**src/rtl/timed_input_sequence_matcher_defines.svh**
```systemverilog
// Assertion macros shared by the matcher RTL.
// Needs a clock named clk and an active-high reset named rst in scope.
`ifndef TIMED_INPUT_SEQUENCE_MATCHER_DEFINES_SVH
`define TIMED_INPUT_SEQUENCE_MATCHER_DEFINES_SVH

// Same-cycle implication, disabled while in reset
`define TISM_ASSERT_IMPL(name, ante, cons, msg) \
  name: assert property (@(posedge clk) disable iff (rst) (ante) |-> (cons)) \
    else $error(msg);

// Next-cycle implication, disabled while in reset
`define TISM_ASSERT_NEXT(name, ante, cons, msg) \
  name: assert property (@(posedge clk) disable iff (rst) (ante) |=> (cons)) \
    else $error(msg);

`endif

```
**src/rtl/tism_pkg.sv**
```systemverilog
// Shared constants, types and helpers for the timed input sequence matcher.
// No dependencies; used by tism_history and the top level.
package tism_pkg;

  // Parameter defaults
  localparam int NUM_COMMANDS_DEF  = 4;
  localparam int HISTORY_DEPTH_DEF = 32;
  localparam int MAX_SEQUENCE_DEF  = 8;

  // Command register layout
  localparam int CFG_COUNT  = 4;   // commands that have a register
  localparam int REG_CODES  = 8;   // direction codes a register holds
  localparam int CMD_W      = 42;
  localparam int CODE_W     = 4;
  localparam int LEN_LSB    = 0;
  localparam int LEN_W      = 4;
  localparam int LIM_LSB    = 4;
  localparam int LIM_W      = 6;
  localparam int CODE_LSB   = 10;
  localparam int CODE_SEL_W = 3;

  // Register port
  localparam int DATA_W      = 64;
  localparam int PADDR_W     = 5;
  localparam int CFG_IDX_LSB = 3;
  localparam int CFG_IDX_W   = 2;
  localparam int CMD_IDX_W   = 3;  // wide enough for up to 8 commands

  // History memory control from the sequencer
  typedef struct packed {
    logic wr;   // write the new frame
    logic clr;  // forget every stored frame
  } hist_ctl_t;

  // Direction code of element k, held in code slot k-1 (k counts elements from 1)
  function automatic logic [CODE_W-1:0] cmd_code(logic [CMD_W-1:0] cmd,
                                                 logic [LEN_W-1:0] k);
    logic [CODE_SEL_W-1:0] sel;
    sel = CODE_SEL_W'(k - 4'd1);
    return cmd[CODE_LSB + CODE_W * sel +: CODE_W];
  endfunction

endpackage

```
**src/rtl/tism_history.sv**
```systemverilog
// Frame history ring: code memory with a valid bit per entry.
// Depends on tism_pkg for hist_ctl_t and the code width.
module tism_history #(
  parameter int DEPTH = tism_pkg::HISTORY_DEPTH_DEF,
  parameter int AW    = $clog2(tism_pkg::HISTORY_DEPTH_DEF)
) (
  input  logic                        clk,
  input  logic                        rst,
  input  tism_pkg::hist_ctl_t         ctl,
  input  logic [AW-1:0]               wr_addr,
  input  logic [tism_pkg::CODE_W-1:0] wr_code,
  input  logic [AW-1:0]               rd_addr,
  output logic [tism_pkg::CODE_W-1:0] rd_code
);
  import tism_pkg::*;

  logic [CODE_W-1:0] mem [DEPTH];
  logic [DEPTH-1:0]  valid;
  logic [CODE_W-1:0] rd_data;
  logic              rd_valid;

  // Code storage, no reset
  always_ff @(posedge clk) begin
    if (ctl.wr) begin
      mem[wr_addr] <= wr_code;
    end
    rd_data <= mem[rd_addr];
  end

  // Valid bits: cleared all at once on reset or on a match
  always_ff @(posedge clk) begin
    if (rst || ctl.clr) begin
      valid    <= '0;
      rd_valid <= 1'b0;
    end else begin
      if (ctl.wr) begin
        valid[wr_addr] <= 1'b1;
      end
      rd_valid <= valid[rd_addr];
    end
  end

  // Entry never written since the last clear reads as neutral
  assign rd_code = rd_valid ? rd_data : '0;

endmodule

```
**src/rtl/timed_input_sequence_matcher.sv**
```systemverilog
// Timed input sequence matcher: one frame per transaction, one result per frame. Per tried
// command the search loads the command, then reads and compares one history frame at a time,
// comparing each further element tried against the same frame, and the result may then wait
// on out_stall; in_stall holds off new frames until the result is loaded. The single history
// read port and the one code comparator set the pace of the search. History entries are
// cleared instantly through valid bits, so no clearing pass follows reset. Commands sit at
// byte addresses 0, 8, 16, 24 (64-bit data).
`include "timed_input_sequence_matcher_defines.svh"

module timed_input_sequence_matcher #(
  parameter int NUM_COMMANDS  = tism_pkg::NUM_COMMANDS_DEF,
  parameter int HISTORY_DEPTH = tism_pkg::HISTORY_DEPTH_DEF,
  parameter int MAX_SEQUENCE  = tism_pkg::MAX_SEQUENCE_DEF
) (
  input  logic                         clk,
  input  logic                         rst,
  // frame input
  input  logic                         in_valid,
  output logic                         in_stall,
  input  logic                         up,
  input  logic                         down,
  input  logic                         left,
  input  logic                         right,
  // result output
  output logic                         out_valid,
  input  logic                         out_stall,
  output logic                         matched,
  output logic [1:0]                   command_index,
  // register port
  input  logic                         psel,
  input  logic                         penable,
  input  logic                         pwrite,
  input  logic [tism_pkg::PADDR_W-1:0] paddr,
  input  logic [tism_pkg::DATA_W-1:0]  pwdata,
  output logic [tism_pkg::DATA_W-1:0]  prdata,
  output logic                         pready
);
  import tism_pkg::*;

  localparam int AW      = $clog2(HISTORY_DEPTH);
  localparam int DW      = $clog2(HISTORY_DEPTH + 1);
  localparam int CW      = (NUM_COMMANDS > 1) ? $clog2(NUM_COMMANDS) : 1;
  localparam int SEQ_MAX = (MAX_SEQUENCE < REG_CODES) ? MAX_SEQUENCE : REG_CODES;
  localparam int KW      = $clog2(SEQ_MAX + 1);

  typedef enum logic [4:0] {
    S_IDLE = 5'b00001,
    S_LOAD = 5'b00010,
    S_READ = 5'b00100,
    S_CMP  = 5'b01000,
    S_DONE = 5'b10000
  } state_t;

  state_t            state, state_next;
  logic [CMD_W-1:0]  cmd_reg [CFG_COUNT];
  logic [CW-1:0]     cmd_idx, cmd_idx_next;
  logic [KW-1:0]     len_left, len_left_next;
  logic [DW-1:0]     back, back_next;
  logic [DW-1:0]     limit_q, limit_q_next;
  logic              hit, hit_next;
  logic [AW-1:0]     wp;

  logic              in_accept, out_load, cfg_wr;
  logic [CFG_IDX_W-1:0] cfg_idx;
  logic [CMD_IDX_W-1:0] idx_ext;
  logic [CMD_W-1:0]  cmd_cur;
  logic [LEN_W-1:0]  cmd_len;
  logic [LIM_W-1:0]  cmd_lim;
  logic [KW-1:0]     len_c;
  logic [DW-1:0]     lim_c;
  logic [CODE_W-1:0] elem_code, rd_code;
  logic [AW:0]       wp_x, back_x, pos_full;
  logic [AW-1:0]     rd_addr;
  logic              last_cmd;
  hist_ctl_t         hctl;

  // Register port
  assign pready  = 1'b1;
  assign cfg_idx = paddr[CFG_IDX_LSB +: CFG_IDX_W];
  assign cfg_wr  = psel && penable && pwrite && pready;
  assign prdata  = {{(DATA_W - CMD_W){1'b0}}, cmd_reg[cfg_idx]};

  always_ff @(posedge clk) begin
    if (rst) begin
      for (int i = 0; i < CFG_COUNT; i++) begin
        cmd_reg[i] <= '0;
      end
    end else if (cfg_wr && (32'(cfg_idx) < NUM_COMMANDS)) begin
      cmd_reg[cfg_idx] <= pwdata[CMD_W-1:0];
    end
  end

  // Current command fields, clamped; commands without a register read as zero
  assign idx_ext = CMD_IDX_W'(cmd_idx);
  assign cmd_cur = (idx_ext < CMD_IDX_W'(CFG_COUNT)) ? cmd_reg[idx_ext[CFG_IDX_W-1:0]]
                                                      : '0;
  assign cmd_len = cmd_cur[LEN_LSB +: LEN_W];
  assign cmd_lim = cmd_cur[LIM_LSB +: LIM_W];
  assign len_c   = (cmd_len > LEN_W'(SEQ_MAX)) ? KW'(SEQ_MAX) : KW'(cmd_len);
  assign lim_c   = (cmd_lim > LIM_W'(HISTORY_DEPTH)) ? DW'(HISTORY_DEPTH) : DW'(cmd_lim);
  assign elem_code = cmd_code(cmd_cur, LEN_W'(len_left));
  assign last_cmd  = (cmd_idx == CW'(NUM_COMMANDS - 1));

  // Ring position of the frame back frames behind the newest one
  assign wp_x     = {1'b0, wp};
  assign back_x   = (AW + 1)'(back);
  assign pos_full = (wp_x >= back_x) ? (wp_x - back_x)
                                     : (wp_x + (AW + 1)'(HISTORY_DEPTH) - back_x);
  assign rd_addr  = pos_full[AW-1:0];

  assign in_stall  = (state != S_IDLE);
  assign in_accept = in_valid && !in_stall;
  assign out_load  = (state == S_DONE) && (!out_valid || !out_stall);

  // Sequencer: a single comparator checks each element against the registered history read
  always_comb begin
    state_next    = state;
    cmd_idx_next  = cmd_idx;
    len_left_next = len_left;
    back_next     = back;
    limit_q_next  = limit_q;
    hit_next      = hit;
    hctl.wr       = 1'b0;
    hctl.clr      = 1'b0;
    unique case (state)
      S_IDLE: begin
        if (in_accept) begin
          hctl.wr      = 1'b1;
          cmd_idx_next = '0;
          hit_next     = 1'b0;
          state_next   = S_LOAD;
        end
      end
      S_LOAD: begin
        len_left_next = len_c;
        limit_q_next  = lim_c;
        back_next     = '0;
        if (len_c == '0) begin
          // empty command matches at once
          hit_next   = 1'b1;
          hctl.clr   = 1'b1;
          state_next = S_DONE;
        end else if (lim_c == '0) begin
          if (last_cmd) begin
            state_next = S_DONE;
          end else begin
            cmd_idx_next = cmd_idx + 1'b1;
          end
        end else begin
          state_next = S_READ;
        end
      end
      S_READ: begin
        state_next = S_CMP;
      end
      S_CMP: begin
        if (rd_code == elem_code) begin
          if (len_left == KW'(1)) begin
            hit_next   = 1'b1;
            hctl.clr   = 1'b1;
            state_next = S_DONE;
          end else begin
            // same frame may also serve the earlier element
            len_left_next = len_left - 1'b1;
          end
        end else if ((DW + 1)'(back) + 1'b1 >= (DW + 1)'(limit_q)) begin
          if (last_cmd) begin
            state_next = S_DONE;
          end else begin
            cmd_idx_next = cmd_idx + 1'b1;
            state_next   = S_LOAD;
          end
        end else begin
          back_next  = back + 1'b1;
          state_next = S_READ;
        end
      end
      S_DONE: begin
        if (out_load) begin
          state_next = S_IDLE;
        end
      end
      default: begin
        state_next = S_IDLE;
      end
    endcase
  end

  always_ff @(posedge clk) begin
    if (rst) begin
      state <= S_IDLE;
      wp    <= '0;
    end else begin
      state <= state_next;
      if (out_load) begin
        wp <= (wp == AW'(HISTORY_DEPTH - 1)) ? '0 : wp + 1'b1;
      end
    end
  end

  always_ff @(posedge clk) begin
    cmd_idx  <= cmd_idx_next;
    len_left <= len_left_next;
    back     <= back_next;
    limit_q  <= limit_q_next;
    hit      <= hit_next;
  end

  // Result register
  always_ff @(posedge clk) begin
    if (rst) begin
      out_valid <= 1'b0;
    end else if (out_load) begin
      out_valid <= 1'b1;
    end else if (!out_stall) begin
      out_valid <= 1'b0;
    end
  end

  always_ff @(posedge clk) begin
    if (out_load) begin
      matched       <= hit;
      command_index <= hit ? 2'(cmd_idx) : 2'd0;
    end
  end

  tism_history #(
    .DEPTH (HISTORY_DEPTH),
    .AW    (AW)
  ) u_history (
    .clk     (clk),
    .rst     (rst),
    .ctl     (hctl),
    .wr_addr (wp),
    .wr_code ({right, left, down, up}),
    .rd_addr (rd_addr),
    .rd_code (rd_code)
  );

  // Checks
  `TISM_ASSERT_NEXT(a_accept_starts, in_accept, state == S_LOAD, "accept did not start a search")
  `TISM_ASSERT_IMPL(a_cmp_window, state == S_CMP, back < limit_q && len_left != '0, "bad compare")
  `TISM_ASSERT_IMPL(a_idx_on_miss, out_valid && !matched, command_index == 2'd0, "stray index")

endmodule
```
**config.mk**
```make
export PLATFORM = sky130hd
export DESIGN_NAME = timed_input_sequence_matcher
export DESIGN_NICKNAME = d
export VERILOG_FILES = /design/src/rtl/tism_pkg.sv /design/src/rtl/tism_history.sv /design/src/rtl/timed_input_sequence_matcher.sv
export VERILOG_INCLUDE_DIRS = /design/src /design/src/rtl
export SDC_FILE = /design/constraint.sdc
export NUM_CORES = 1
export LEC_CHECK = 0
export BUFFER_PORTS_ARGS = -buffer_cell sky130_fd_sc_hd__buf_2
export CAP_MARGIN = 40
export CORE_MARGIN = 2
export CORE_UTILIZATION = 60
export CTS_CLUSTER_DIAMETER = 30
export DETAILED_ROUTE_END_ITERATION = 12
export PLACE_DENSITY = 0.77
export REMOVE_ABC_BUFFERS = 1
export SLEW_MARGIN = 20
export SYNTH_ARGS = -nofsm -noshare
export SYNTH_HDL_FRONTEND = slang
export SYNTH_HIERARCHICAL = 1
export SYNTH_SLANG_ARGS = --single-unit
```
**constraint.sdc**
```tcl
create_clock -name clk -period 5 [get_ports clk]
set_clock_uncertainty 0.15 [all_clocks]
set_input_delay 1 -clock clk [delete_from_list [all_inputs] [get_ports clk]]
set_output_delay 1 -clock clk [all_outputs]
set_load 0.01 [all_outputs]
```
* Yosys cells after proc, flatten, opt, wreduce, memory -nomap -nowiden
Memory sizes are Yosys's and may differ from the RTL's. A register that Yosys moved wholly into a read port is not among the register bits. Cells that the tools add are included.
Cells by class: $add $sub $neg 9, order comparisons 8, eq/ne operators 24, shift operators 1, multiplexer cells 57, bitwise logic cells 1, reduce and logical (&&, ||, !) cells 20
Operator list (count):
- 2-to-1 mux 42 bit | 2
- 2-to-1 mux 5 bit | 11
- OR reduction 42 bit | 1
- indexed part select 42 x 7 -> 4 bit | 1
- OR 32 bit | 1
- case mux 5 bit (5 select lines) | 1
- inequality test 2 bit (second input constant) | 11
- 2-to-1 mux 1 bit | 21
- 2-to-1 mux 6 bit | 3
- 2-to-1 mux 2 bit | 8
- 2-to-1 mux 4 bit | 4
- < comparator 5 x 6 -> 1 bit (second input constant) | 2
- case mux 6 bit (2 select lines) | 1
- adder 5 x 1 -> 5 bit (second input constant) | 2
- == test 5 bit (second input constant) | 2
- subtractor 5 bit | 2
- case mux 4 bit (2 select lines) | 1
- adder 6 x 1 -> 7 bit (second input constant) | 1
- >= comparator 7 x 6 -> 1 bit | 1
- adder 4 x 5 -> 6 bit (first input constant) | 1
- adder 6 x 1 -> 6 bit (second input constant) | 1
- >= comparator 5 x 6 -> 1 bit | 1
- greater-than comparator 6 bit (second input constant) | 1
- logical NOT 6 bit | 1
- 31 further kinds | 39
Storage, ports and cells: register bits 66, RAM bits 296, bits of input ports 80, output and inout port bits 70, logic and storage cells 134, memories 2
Memories:
- cmd_reg | words 4, bits a word 42, rd ports 2, clocked after memory_dff 1, write ports 4, RTL line timed_input_sequence_matcher.sv:55 | logic [CMD_W-1:0] cmd_reg [CFG_COUNT];
- u_history.mem | words 32, bits a word 4, rd ports 1, clocked after memory_dff 1, write ports 1, RTL line tism_history.sv:17 | logic [CODE_W-1:0] mem [DEPTH];

* Logic depth before layout (Yosys ltp)
Gate-level depths: netlist of run 1.
depth after elaboration 9, depth in mapped cells 14, mapped depth without buffers 12

* Hierarchy
The synthesis of run 1 kept the hierarchy.
Modules (own cells, without submodules):
- timed_input_sequence_matcher | instances 1, cells an instance 788, area an instance 10830.4 um^2, seq. area each 5965.7 um^2
- tism_history | instances 1, cells an instance 324, area an instance 6351.1 um^2, seq. area each 4584.4 um^2

* Worst setup path after synthesis of run 1
Ideal clock, no wire load.
kind input port to flip-flop, start point input paddr[3] (netlist bit), end point memory cmd_reg[3][0], enable pin, setup time 450 ps, arrival 3958 ps, required time 4400 ps, setup slack 442 ps, stages 4, path buffers 2, cells stage by stage clkbuf_1 clkbuf_1 nand2_1 o21bai_1
RTL lines:
- start: declaration | RTL line timed_input_sequence_matcher.sv:33 | input logic [tism_pkg::PADDR_W-1:0] paddr,
- end: declaration | RTL line timed_input_sequence_matcher.sv:55

==> metrics.txt, run 1 <==
drt first pass iters=5; CP startpoint=len_left[0]$_DFFE_PP_; hold path cells=1; RSZ-0062 raised after global routing=false; global router's overall resource usage=0.2558; post-route cell area=20440 um2; CP Data Arrival Time=4.12 ns; Area growth syn-to-layout=18.96%; Primary FF master, synth=edfxtp_1; # port buffers=101; final setup violation count=0; fraction of registers with async set/reset=0; FMAX=261.6 MHz; layout cell share with drive strength beyond 1=0.2867; Critical Path Start Type=flip-flop; Mapped Cells=1112; Logic pwr share=0.137; #FFs+latches synth=368; hpwl dp=23.63 mm; initial drt markers=904; total power=9449 uW; pin slew with the least headroom to its limit=0.8886 ns; CTS resizes=0; clock network power share=0.482; Residual DRC=0; largest net degree at the start of global routing=51; first-pass GRT wire length=58.83 mm; Std-Cell Rows=61; vias per cell=6.028; status=finished, final reports clean; Post-synth EDFFs=318; # fillers=1737; CTS tree=yes; post-synth top area share=0.5558; commonest non-fill, non-tap cell in the layout=edfxtp_1; Placed Area=18060 um2; clk slew on worst S/H paths=0.05 ns; cell-internal power=7083 uW; r2r endpoint=u_history/valid[4]$_SDFFE_PP0P_; DIE AREA=30010 um2; max FFs per register=168; Slew Limit Fails=0; most used cell, CP=buf_4; Place WS=1.159 ns; H-tree lvl count=3; vias=10145; Final TNS setup=0 ns; Worst R2R Setup Slack=1.18 ns; starting density of the core=0.6134; syn_area_per_cell=15.45 um2; Num CTS Buffers=69; R2R cell count=12; cts hold-fix bufs=0; worst-path maximum fanout=32; Slowest Stage Delay on Critical Path=0.67 ns; Worst-Skew Late Latency=0.56 ns; GPL Wtd Cong=0.8032; post-layout minimum cycle time=3.822 ns; R2R Path Start=len_left[0]$_DFFE_PP_; Antenna Violating Nets Remaining=0; critical-path cell list=buf_4, inv_1, ha_1, nand2b_1, a21oi_1, nor4_1, xnor2_1, nand4_1, o31ai_1, nor2_2, buf_4, o21a_1; sequential power share=0.381; critical path class=reg2reg; Hold WC Path Type=reg2reg; core area=28010 um2; Ys Warns=6; final WL=37.77 mm; Sw Pwr=2366 uW; Req. time, crit path=5.29 ns; top cells by area, synth=edfxtp_1 56%, mux4_2 15%, and2_1 6.6%, dfxtp_1 5.8%, mux2i_1 2.7%; max-cap violation count=0; unique cell type count in the Yosys netlist=53; most frequent cells in the layout=318 x edfxtp_1, 180 x and2_1, 113 x mux4_2; Hold Path End=u_history/valid[6]$_SDFFE_PP0P_; switching share of power=0.2504; global route total overflow=0; crit share post-route=0.7645; area leader, netlist=edfxtp_1; antenna violations before repair=2; Slowest cell on crit path=ha_1; Setup WS post-layout=1.178 ns; layout net count=1344; DIE WIDTH=173.2 um; I/O Pins=150; CTS Root Cell=clkbuf_16; Clock Path Buffers=3; Min Hold Slack=0.3120 ns; Syn Std Cell Area=17180 um2; final hold vios=0; total clock sinks=368; HP Start=u_history/valid[6]$_SDFFE_PP0P_; power density cells=462.3 nW/um2; leakage dissipation=0.007345 uW; Worst setup EP type=flip-flop; Setup Buffers After CTS=0; vias in the first global route=10633; share of the yosys chip area belonging to registers=0.6140; Max VDD drop=0.0004336 V; Die H=173.2 um; WL/cell=22.44 um; normalized max-slew margin=0.4033
-- power by group through the flow --
stage / clock [uW] / combinational (uW) / sequential, uW
final: 4550 / 1300 / 3600
after global routing: 4740 / 1400 / 3610
after CTS: 4600 / 1220 / 3660
after detailed placement: 0 / 1210 / 3710
after global placement: 0 / 1140 / 3740
after floorplan: 0 / 815 / 3700
-- critical path: cells and delay by family, from the launching register on --
family / cells / cell delay, ns
simple gates: 4 / 1.21
fa+ha+maj: 1 / 0.67
buf+inv: 3 / 0.61
compound gates: 3 / 0.51
flops: 1 / 0.31
xor+xnor: 1 / 0.22
-- synth_stat cells (7+ instances only) --
library cell	n
a21oi_1	21
a22oi_1	20
and2_1	180
buf_4	26
buf_6	7
clkbuf_1	41
dfxtp_1	50
edfxtp_1	318
ha_1	15
inv_1	21
mux2i_1	46
mux4_2	113
nand2_1	24
nand3_1	17
nand3b_1	8
nor2_1	50
nor2b_1	12
o21a_1	33
o21ai_0	13
xnor2_1	10
-- metal layers --
layer	routed length, um	vias up	GRT usage
met1	14510	5152	0.3253
met3	2635	82	0.05132
met4	953	0	0.09569
met5	0	-	0
met2	19670	399	0.4390
li1	-	4512	-
-- kinds of logic after synthesis --
group	count (synthesis)	share of synthesized area
mux	167	0.1802
fa+ha+maj	16	0.01209
simple gates	331	0.1108
other cells	2	0.0004371
compound gates	108	0.04267
xor+xnor	15	0.007646
flops	368	0.6140
buf+inv	105	0.03212
-- how the worst max path moves through the flow --
stage,to,cells after the start
after floorplan,u_history/rd_valid$_SDFF_PP0_,9
after global placement,hit$_DFFE_PP_,7
after detailed placement,cmd_reg[0][29]$_SDFFCE_PN0P_,7
after CTS,u_history/valid[4]$_SDFFE_PP0P_,12
after global routing,u_history/valid[1]$_SDFFE_PP0P_,13
final,u_history/valid[4]$_SDFFE_PP0P_,12
-- layout make-up --
cell class	instances	area, um2	area share
Clock buffer	80	1799	0.08803
Timing Repair Buffer	128	799.5	0.03912
Tap cell	378	473.0	0.02314
Clock inverter	44	525.5	0.02571
Antenna cell	4	10.01	0.0004897
Multi-Input combinational cell	660	6197	0.3032
Sequential cell	368	10560	0.5164
Inverter	21	78.83	0.003857
-- metrics by stage --
stage,instances,utilization
after floorplan,1049,-
after detailed placement,1553,0.6449
after global routing,1680,0.7294
after CTS,1677,0.7279
after global placement,1549,0.6415
final,1683,0.7297
(Power assumes the default switching activity.)
==> run 2: changes to the inputs <==
- ABC_AREA: not set -> 1
- clock period: 5 -> 3.8 ns (I/O delays scaled with it)
==> metrics.txt, run 2 <==
status=finished, final reports clean; Clock Path Buffers=3 (unchanged); top cells by area, synth=edfxtp_1 53%, nand2_1 9.0%, nor2_1 8.2%, nand3_1 6.5%, dfxtp_1 5.6%; Num CTS Buffers=70 (+1.4%); Hold WC Path Type=reg2reg; drt first pass iters=5 (unchanged); Antenna Violating Nets Remaining=0 (unchanged); max FFs per register=168 (unchanged); sequential power share=0.348 (-0.033); most frequent cells in the layout=429 x nand2_1, 396 x nor2_1, 318 x edfxtp_1; # fillers=2136 (+23%); share of the yosys chip area belonging to registers=0.5854 (-0.02861); H-tree lvl count=3 (unchanged); first-pass GRT wire length=72.36 mm (+23%); cts hold-fix bufs=0 (unchanged); most used cell, CP=nand3_1; Die H=177.3 um (+2.4%); RSZ-0062 raised after global routing=false; largest net degree at the start of global routing=81 (+59%); Area growth syn-to-layout=16.80%; vias=14969 (+48%); FMAX=298.7 MHz (+14%); Slowest cell on crit path=ha_1; crit share post-route=0.8809 (+0.1164); leakage dissipation=0.008734 uW (+19%); Buf+Inv Stages, Crit Path=5 (+2); Worst setup EP type=flip-flop; total power=13790 uW (+46%); core area=29640 um2 (+5.8%); vias in the first global route=14288 (+34%); antenna violations before repair=0 (-2); vias per cell=5.831 (-3.3%); Ys Warns=6 (unchanged); Post-synth EDFFs=318 (unchanged); n_diodes=0 (-4); worst-path maximum fanout=32 (unchanged); crit-path leading delay family=simple AND/OR/NAND/NOR gates; initial drt markers=1839 (+100%); Logic pwr share=0.201 (+0.064); Setup Buffers After CTS=0 (unchanged); GPL Wtd Cong=0.9119 (+14%); commonest non-fill, non-tap cell in the layout=nand2_1; hpwl dp=27.21 mm (+15%); layout cell share with drive strength beyond 1=0.1240 (-0.1627); post-route insts no fill=2567 (+53%); Slowest Stage Delay on Critical Path=0.60 ns (-0.07 ns); # port buffers=101 (unchanged); Residual DRC=0 (unchanged); global route total overflow=0 (unchanged); final setup violation count=0 (unchanged); clk slew on worst S/H paths=0.05 ns (about the same); final core area utilization=0.7102 (-0.01947); Max VDD drop=0.0004580 V (+5.6%); Sw Pwr=4125 uW (+74%); Std-Cell Rows=63 (+3.3%); Syn Std Cell Area=18020 um2 (+4.9%); CTS resizes=0 (unchanged); switching share of power=0.2990 (+0.04866); starting density of the core=0.6080 (-0.005362); unique cell type count in the Yosys netlist=41 (-23%); cell-internal power=9669 uW (+37%); Primary FF master, synth=edfxtp_1; DP Cell Count=2441 (+57%); area leader, netlist=edfxtp_1; DIE AREA=31440 um2 (+4.8%); total clock sinks=368 (unchanged); syn_area_per_cell=8.882 um2 (-43%); Placed Area=18650 um2 (+3.2%); Worst-Skew Late Latency=0.57 ns (about the same); post-layout minimum cycle time=3.347 ns (-0.4749 ns); Critical Path Start Type=flip-flop; CTS tree=yes; pin slew with the least headroom to its limit=0.8354 ns (-0.05324 ns); Synth top cells by count=432 x nand2_1, 396 x nor2_1, 318 x edfxtp_1, 235 x nand3_1, 173 x inv_1; global router's overall resource usage=0.2983 (+0.04247); final WL=46.88 mm (+24%); clock network power share=0.451 (-0.031); post-route cell area=21050 um2 (+3.0%); #FFs+latches synth=368 (unchanged); fraction of registers with async set/reset=0 (unchanged); Mapped Cells=2029 (+82%); Req. time, crit path=4.08 ns (-1.21 ns); max-cap violation count=0 (unchanged); critical path class=reg2reg; post-synth top area share=0.5299 (-0.02589); Slew Limit Fails=0 (unchanged); DIE WIDTH=177.3 um (+2.4%); most common cell in the netlist=nand2_1; normalized max-slew margin=0.4431 (+0.03975); CTS Root Cell=clkbuf_16; I/O Pins=150 (unchanged); CP Data Arrival Time=3.63 ns (-0.49 ns); WL/cell=18.26 um (-19%); final hold vios=0 (unchanged); critical-path cell list=inv_2, ha_1, inv_1, nand3_1, nand3_1, nand3_1, nand2_1, nor2_2, nand2_2, o21ai_2, inv_2, a21oi_1, nor2_1, inv_1, buf_4, nor2_1; power density cells=655.3 nW/um2 (+42%); layout net count=2219 (+65%)
run 2: cell count changes in the layout (fill, tap and decap cells not counted), moves of 113 or more:
| cell | change |
|---|---|
| nor2_1 | +348 |
| inv_1 | +151 |
| nand3_1 | +218 |
| mux4_2 | -113 |
| nand2_1 | +405 |
| and2_1 | -176 |
run 2: path summary, 6_finish.rpt:
check                                                startpoint                               to  slack (ns)  depth (start not counted)
worst min register to register  u_history/valid[6]$_SDFFE_PP0P_  u_history/valid[6]$_SDFFE_PP0P_        0.32                          2
worst max-delay path                      len_left[0]$_DFFE_PP_  u_history/valid[0]$_SDFFE_PP0P_        0.45                         16
worst min-delay path            u_history/valid[6]$_SDFFE_PP0P_  u_history/valid[6]$_SDFFE_PP0P_        0.32                          2
worst max register to register            len_left[0]$_DFFE_PP_  u_history/valid[0]$_SDFFE_PP0P_        0.45                         16
run 2: cell type report:
class	instances	area, um2	area share
Inverter	180	683.2	0.03246
Tap cell	390	488.0	0.02318
Multi-Input combinational cell	1368	6100	0.2898
Clock buffer	87	1898	0.09017
Clock inverter	39	504.2	0.02396
Timing Repair Buffer	135	823.3	0.03911
Sequential cell	368	10550	0.5013
run 2: kinds of logic (layout without fill, tap and decap cells):
logic type / count (synthesis) / in the layout / share of synthesized area
compound gates: 212 / 212 / 0.06388
xor+xnor: 8 / 8 / 0.003888
fa+ha+maj: 16 / 16 / 0.01153
buf+inv: 314 / 441 / 0.08165
flops: 368 / 368 / 0.5854
other cells: 2 / 23 / 0.0004167
simple gates: 1109 / 1109 / 0.2532
run 2: tightest hold or removal path: stages (launching register included):
cell and delay, ns:
dfxtp_1 0.32, nor2_1 0.05, nor2_1 0.07
run 2: per-layer routing:
| layer | part of all wire | routed length, um | track usage | up-vias |
|---|---|---|---|---|
| li1 | - | - | - | 6899 |
| met1 | 0.38 | 17680 | 0.3830 | 7077 |
| met2 | 0.48 | 22700 | 0.4946 | 824 |
| met3 | 0.10 | 4684 | 0.04906 | 169 |
| met4 | 0.039 | 1805 | 0.1462 | 0 |
| met5 | 0 | 0 | 0 | - |
run 2: metrics by stage:
stage / hold slack [ns] / setup WS [ns] / setup TNS [ns]
floorplan: 0.2902 / -1.824 / -168.90
global placement: 0.2984 / 0.6269 / 0
detailed placement: 0.3088 / 0.5685 / 0
CTS: 0.3197 / 0.4915 / 0
global route: 0.3347 / 0.1591 / 0
finish: 0.3166 / 0.4526 / 0
run 2: power groups by stage:
stage	Combinational [uW]	Sequential, uW	Clock [uW]
after floorplan	1700	4940	0
after global placement	2630	4850	0
after detailed placement	2700	4870	0
after CTS	2740	4800	6250
after global routing	3050	4820	6460
final	2780	4800	6220
